**config.mk**
```make
export PLATFORM = sky130hd
export DESIGN_NAME = sorted_priority_queue_core
export DESIGN_NICKNAME = d
export VERILOG_FILES = /design/src/hdl/spq_pkg.sv /design/src/hdl/spq_cell.sv /design/src/hdl/sorted_priority_queue_core.sv
export SDC_FILE = /design/constraint.sdc
export NUM_CORES = 2
export LEC_CHECK = 0
export BUFFER_PORTS_ARGS = -buffer_cell sky130_fd_sc_hd__buf_2
export CORE_MARGIN = 8
export CORE_UTILIZATION = 35
export CTS_BUF_LIST = sky130_fd_sc_hd__clkbuf_4
export CTS_CLUSTER_SIZE = 20
export DETAILED_ROUTE_END_ITERATION = 10
export GPL_ROUTABILITY_DRIVEN = 0
export HOLD_SLACK_MARGIN = 0.15
export PLACE_DENSITY = 0.6
export REMOVE_ABC_BUFFERS = 1
export SLEW_MARGIN = 15
export SYNTH_ARGS = -nofsm -noshare
export SYNTH_HDL_FRONTEND = slang
export SYNTH_HIERARCHICAL = 1
export SYNTH_SLANG_ARGS = --single-unit
```
**constraint.sdc**
```tcl
create_clock -name clk -period 13.2 [get_ports clk]
set_clock_uncertainty 0.1 [all_clocks]
set_input_delay 1.98 -clock clk [delete_from_list [all_inputs] [get_ports clk]]
set_output_delay 1.98 -clock clk [all_outputs]
set_load 0.02 [all_outputs]
```
**src/hdl/spq_pkg.sv**
```systemverilog
`timescale 1ns / 1ps
// ---------------------------------------------------------------------------
// spq_pkg - shared types and constants for the sorted priority queue
// Action codes, store sizing and the control structs that feed the cells.
// ---------------------------------------------------------------------------
package spq_pkg;

	localparam int DEPTH   = 16;
	localparam int CNT_W   = $clog2(DEPTH + 1);
	localparam int DATA_W  = 32;
	localparam int COUNT_W = 5;

	localparam logic [1:0] ACT_PRIO  = 2'd0;
	localparam logic [1:0] ACT_FRONT = 2'd1;
	localparam logic [1:0] ACT_BACK  = 2'd2;
	localparam logic [1:0] ACT_POP   = 2'd3;

	// broadcast to every cell
	typedef struct packed {
		logic load;   // insert of some kind, store not full
		logic pop;    // pop from a non-empty store
		logic scan;   // priority insert that goes before the first smaller entry
		logic front;  // push at front
	} spq_op_t;

	// per-cell position relative to the fill level
	typedef struct packed {
		logic at_end;   // cell index == occupancy
		logic is_back;  // cell index == occupancy - 1
		logic first;    // cell index == 0
	} spq_pos_t;

endpackage

```
**src/hdl/spq_cell.sv**
```systemverilog
`timescale 1ns / 1ps
// ---------------------------------------------------------------------------
// spq_cell - one slot of the queue
// Holds one word, marks itself as an insert point and shifts toward the back
// on insert or toward the front on pop, taking its neighbor's word.
// ---------------------------------------------------------------------------
module spq_cell
	import spq_pkg::*;
(
	input  logic                     clk,
	input  spq_op_t                  op,
	input  spq_pos_t                 pos,
	input  logic signed [DATA_W-1:0] value,
	input  logic signed [DATA_W-1:0] prev_entry,
	input  logic signed [DATA_W-1:0] next_entry,
	input  logic                     seen_in,
	output logic                     seen_out,
	output logic                     back_ge,
	output logic signed [DATA_W-1:0] entry
);

	logic signed [DATA_W-1:0] entry_q;
	logic                     less;
	logic                     mark;

	assign less     = entry_q < value;
	assign back_ge  = pos.is_back & ~less;
	assign mark     = pos.at_end | (op.front & pos.first) | (op.scan & less);
	assign seen_out = seen_in | mark;
	assign entry    = entry_q;

	always_ff @(posedge clk) begin
		if (op.pop) begin
			entry_q <= next_entry;
		end else if (op.load) begin
			if (seen_in) begin
				entry_q <= prev_entry;
			end else if (mark) begin
				entry_q <= value;
			end
		end
	end

endmodule

```
**src/hdl/sorted_priority_queue_core.sv**
```systemverilog
`timescale 1ns / 1ps
// ---------------------------------------------------------------------------
// sorted_priority_queue_core - bounded ordered queue of signed words
// A row of cells, front at cell 0. Insert point is found by a mark chain
// running front to back; the word there and all behind it move one back.
// ---------------------------------------------------------------------------
//  channel   handshake          fields
//  command   start / busy       action, new_value
//  result    done (1 cycle)     popped_value, pop_valid, rejected, entry_count
//
//  One word per cycle: busy stays low, a command is taken at every edge
//  with start high. Its result shows on the next cycle for one cycle.
//  The insert-point chain through all DEPTH cells sets the clock period.
//  Reset clears the fill count and the result strobe; cell contents stay
//  undefined until written. The receiver cannot stall the result.
// ---------------------------------------------------------------------------
module sorted_priority_queue_core
	import spq_pkg::*;
(
	input  logic                      clk,
	input  logic                      arst_n,
	input  logic                      start,
	output logic                      busy,
	input  logic [1:0]                action,
	input  logic signed [DATA_W-1:0]  new_value,
	output logic                      done,
	output logic signed [DATA_W-1:0]  popped_value,
	output logic                      pop_valid,
	output logic                      rejected,
	output logic [COUNT_W-1:0]        entry_count
);

	logic [CNT_W-1:0]         count_q;
	logic                     done_q;
	logic signed [DATA_W-1:0] popped_q;
	logic                     pop_valid_q;
	logic                     rejected_q;

	spq_op_t                  op;
	logic                     full;
	logic                     empty;
	logic                     is_pop;
	logic                     any_back_ge;
	logic                     front_less;
	logic signed [DATA_W-1:0] entry_w [DEPTH];
	logic                     back_ge_w [DEPTH];
	logic                     seen_w [DEPTH+1];

	assign busy   = 1'b0;
	assign full   = count_q == CNT_W'(DEPTH);
	assign empty  = count_q == '0;
	assign is_pop = action == ACT_POP;

	// a front word smaller than the new one wins over the back check
	assign front_less = entry_w[0] < new_value;

	always_comb begin
		any_back_ge = 1'b0;
		for (int i = 0; i < DEPTH; i++) begin
			any_back_ge = any_back_ge | back_ge_w[i];
		end
	end

	always_comb begin
		op.pop   = start & is_pop & ~empty;
		op.load  = start & ~is_pop & ~full;
		op.scan  = (action == ACT_PRIO) & (~any_back_ge | front_less);
		op.front = action == ACT_FRONT;
	end

	assign seen_w[0] = 1'b0;

	for (genvar g = 0; g < DEPTH; g++) begin : g_cell
		spq_pos_t                 pos;
		logic signed [DATA_W-1:0] prev_d;
		logic signed [DATA_W-1:0] next_d;

		assign pos.at_end  = count_q == CNT_W'(g);
		assign pos.is_back = count_q == CNT_W'(g + 1);
		assign pos.first   = g == 0;
		assign prev_d      = (g == 0) ? new_value : entry_w[(g == 0) ? 0 : g - 1];
		assign next_d      = (g == DEPTH - 1) ? entry_w[g]
		                                      : entry_w[(g == DEPTH - 1) ? g : g + 1];

		spq_cell u_cell (
			.clk        (clk),
			.op         (op),
			.pos        (pos),
			.value      (new_value),
			.prev_entry (prev_d),
			.next_entry (next_d),
			.seen_in    (seen_w[g]),
			.seen_out   (seen_w[g+1]),
			.back_ge    (back_ge_w[g]),
			.entry      (entry_w[g])
		);
	end

	always_ff @(posedge clk or negedge arst_n) begin
		if (!arst_n) begin
			count_q     <= '0;
			done_q      <= 1'b0;
			pop_valid_q <= 1'b0;
			rejected_q  <= 1'b0;
		end else begin
			done_q      <= start;
			pop_valid_q <= op.pop;
			rejected_q  <= start & ~is_pop & full;
			if (op.pop) begin
				count_q <= count_q - CNT_W'(1);
			end else if (op.load) begin
				count_q <= count_q + CNT_W'(1);
			end
		end
	end

	always_ff @(posedge clk) begin
		popped_q <= op.pop ? entry_w[0] : '0;
	end

	assign done         = done_q;
	assign popped_value = popped_q;
	assign pop_valid    = pop_valid_q;
	assign rejected     = rejected_q;
	assign entry_count  = COUNT_W'(count_q);

	// every command gets exactly one result on the next cycle
	a_result_follows: assert property (@(posedge clk) disable iff (!arst_n)
		start |=> done_q)
		else $error("command without result strobe");

	a_no_spurious: assert property (@(posedge clk) disable iff (!arst_n)
		!start |=> !done_q)
		else $error("result strobe without command");

	// a rejected insert only happens at full occupancy and leaves it there
	a_reject_full: assert property (@(posedge clk) disable iff (!arst_n)
		rejected_q |-> (count_q == CNT_W'(DEPTH)) && $stable(count_q))
		else $error("reject while not full");

	// a successful pop drops the fill count by one
	a_pop_count: assert property (@(posedge clk) disable iff (!arst_n)
		pop_valid_q |-> count_q == $past(count_q) - CNT_W'(1))
		else $error("pop did not shrink occupancy");

	a_exclusive: assert property (@(posedge clk) disable iff (!arst_n)
		!(pop_valid_q && rejected_q))
		else $error("pop and reject in one result");

endmodule
```
==> summary.txt <==
Floorplan
  • Starting density of the core: 35.1%
  • Core Box Area: 0.119 sq mm
  • X dimension of the die: 362 um
  • Number of top-level pins: 78
  • Number of placement rows: 127
  • Die area: 0.131 sq mm
  • Vertical extent of the die: 362 um

Clocking
  • # resized after CTS: 0
  • Post-CTS repair timing setup buffer count: 0
  • Number of CTS-inserted buffers: 162
  • CTS clock-pin slew for the worst setup and hold paths: 0.06 ns
  • Number of buffers between clock root and the deepest sink: 3
  • Number of H-tree branching levels: 4
  • CTS tree: done
  • Number of buffers added to fix hold violations after cts: 0
  • Later-pin clock latency in the skew report: 1.05 ns
  • CTS Sinks: 552
  • CTS Root Buffer Type: sky130_fd_sc_hd__clkbuf_4

Job
  • Max Cap Viol: 0

STA
  • Number of setup violations in the final report: 0
  • Max-slew violation count: 0
  • Final worst-path setup slack: 1.30 ns
  • Total negative slack: 0 ns
  • Minimum clock period: 11.90 ns
  • Relative slew margins: 13.3%
  • Final number of hold-violating endpoints: 0
  • Final Cycle Share: 90.1%
  • Tightest Pin Transition: 1.29 ns
  • Unrepaired setup endpoints after global routing: no
  • Fmax achieved: 84.1 MHz

Hold path
  • Worst hold path startpoint: g_cell[0].u_cell/entry[2]
  • Hold Path Depth: 1
  • Worst hold path class: reg -> reg
  • Hold EP: popped_value[2]

Pwr
  • Internal power: 4.48 mW
  • Clock group share of total power: 24.1%
  • Seq pwr share: 42.9%
  • Switch share: 36.9%
  • Leakage power summed over all cells: 22.0 nW
  • Sw power: 2.62 mW
  • Power density normalized to cell area: 153 mW/mm^2
  • VDD IR-drop max: 0.0717 mV
  • Share of power burned in combinational logic: 33.0%

Critical path
  • Buffers and inverters on the worst path: 3
  • RR Endpoint: g_cell[15].u_cell/entry[6]
  • Crit. End Element: flip-flop
  • Startpoint of the worst register-to-register path: g_cell[7].u_cell/entry[14]
  • Arrival time worst endpoint: 12.50 ns
  • Dominant delay contributor by cell family on the critical path: compound AO/OA/AOI/OAI gates
  • Crit Path Class: in -> reg
  • Length in cells of the worst reg-to-reg path: 44
  • CP startpoint kind: input pin
  • Required time reported for the critical path endpoint: 13.80 ns
  • R2R Setup Slk: 2.47 ns
  • Worst Path Max Fanout: 32
  • Delay contributed by the slowest stage of the critical path: 0.58 ns
  • Cell with the largest stage delay on the worst path: sky130_fd_sc_hd__o311ai_1

Layout
  • Seq. cell area: 0.0162 sq mm
  • Commonest non-fill, non-tap cell in the layout: sky130_fd_sc_hd__nand2_1
  • Share of cells above drive strength 1: 12.2%
  • Net count reported at finish: 5065
  • Area of the multi-input gates: 0.0231 sq mm
  • Layout Area Growth over Synthesis: 10.3%
  • Post-Layout Inst Area: 0.0463 sq mm
  • Commonest cells after routing, fill and taps aside: sky130_fd_sc_hd__nand2_1 (639), sky130_fd_sc_hd__o21ai_0 (608), sky130_fd_sc_hd__ha_1 (533)
  • Fill cell instance count of the final layout: 11800

Detailed routing
  • Ratio of routed vias to standard cells: 5.08
  • Mean routed wirelength per cell: 17.1 um
  • 1st-iter DRT viols: 2069
  • DRT Pass-1 Iters: 5
  • Remaining DRCs: 0
  • Via count of the routed design: 31600
  • Final routed wirelength across all metal layers: 107 mm
  • Number of antenna-violating nets in the routed design: 0

Place
  • PortBufs: 76
  • Post-Place Setup Slack: 0.408 ns
  • Instance area after placement: 0.0442 sq mm
  • Post-DP HPWL: 77.6 mm

Global routing
  • Global router's overall resource usage: 15.7%
  • Global-route wire length before repair: 170 mm
  • Pin count of the biggest net entering global routing: 267
  • Vias in the first global route: 31300
  • Number of antenna violations at the first check in global routing: 3
  • Overflow left after global routing: 0

Synthesis
  • Synthesis Warnings: 6
  • Mapped Area: 0.0419 sq mm
  • Mapped Avg Cell Area: 9.61 sq um
  • Instance count of the mapped netlist: 4363

Run status
  • Outcome: finished clean
==> worst register-to-register path: cells and delay by family, from the launching register on <==
family	cells	cell delay (ns)
AO/OA/AOI/OAI	35	7.90
adder cells (fa/ha/maj)	1	0.33
buffers and inverters	1	0.28
flip-flops	1	0.46
AND/OR/NAND/NOR	7	1.33
==> per-layer routing <==
metal	track usage [%]	share of wire, %
met1	21.5	48
met2	25.3	45
met3	2.95	5.2
met4	4.83	2.1
met5	0	0
==> power by group through the flow <==
stage,clock (mW),combinational (mW),sequential (mW)
6_report,1.71,2.34,3.05
5_1_grt,1.86,2.65,3.11
4_1_cts,1.77,2.35,3.04
3_5_place_dp,0,2.34,3.08
3_3_place_gp,0,2.26,3.07
2_1_floorplan,0,1.80,2.95
==> area by class of cell <==
| type | instances | area share (%) |
|---|---|---|
| diodes | 6 | 0.0325 |
| multi-input cells | 3113 | 49.9 |
| repair buffers | 135 | 1.86 |
| flip-flops and latches | 552 | 35.1 |
| well taps | 1612 | 4.36 |
| clock buffers | 240 | 3.90 |
| inverters | 531 | 4.31 |
| clock inverters | 32 | 0.595 |
==> registers in the layout, indices dropped and copies added, names as in the netlist <==
| name | flops |
|---|---|
| pop_valid | 1 |
| rejected | 1 |
| g_cell.u_cell/entry | 512 |
| done | 1 |
| entry_count | 5 |
| popped_value | 32 |
==> metrics by stage <==
stage	instances	utilization, %	power (mW)	hold slack, ns
detailed placement	5943	37.0	5.42	0.454
floorplan	4196	-	4.74	0.378
global placement	5943	37.0	5.33	0.454
global route	6219	38.8	7.62	0.490
CTS	6215	38.7	7.17	0.469
finish	6221	38.8	7.10	0.469
==> worst max-delay path by stage <==
stage	slack (ns)	cells after the start	to	startpoint
6_report	1.30	46	g_cell[15].u_cell/entry[6]	new_value[13]
5_1_grt	1.08	46	g_cell[15].u_cell/entry[0]	new_value[15]
4_1_cts	1.55	46	g_cell[15].u_cell/entry[13]	new_value[13]
3_5_place_dp	0.41	46	g_cell[15].u_cell/entry[14]	new_value[13]
3_3_place_gp	0.52	46	g_cell[15].u_cell/entry[14]	new_value[13]
2_1_floorplan	-17.47	4	entry_count[2]	action[1]
(Power assumes the default switching activity.)
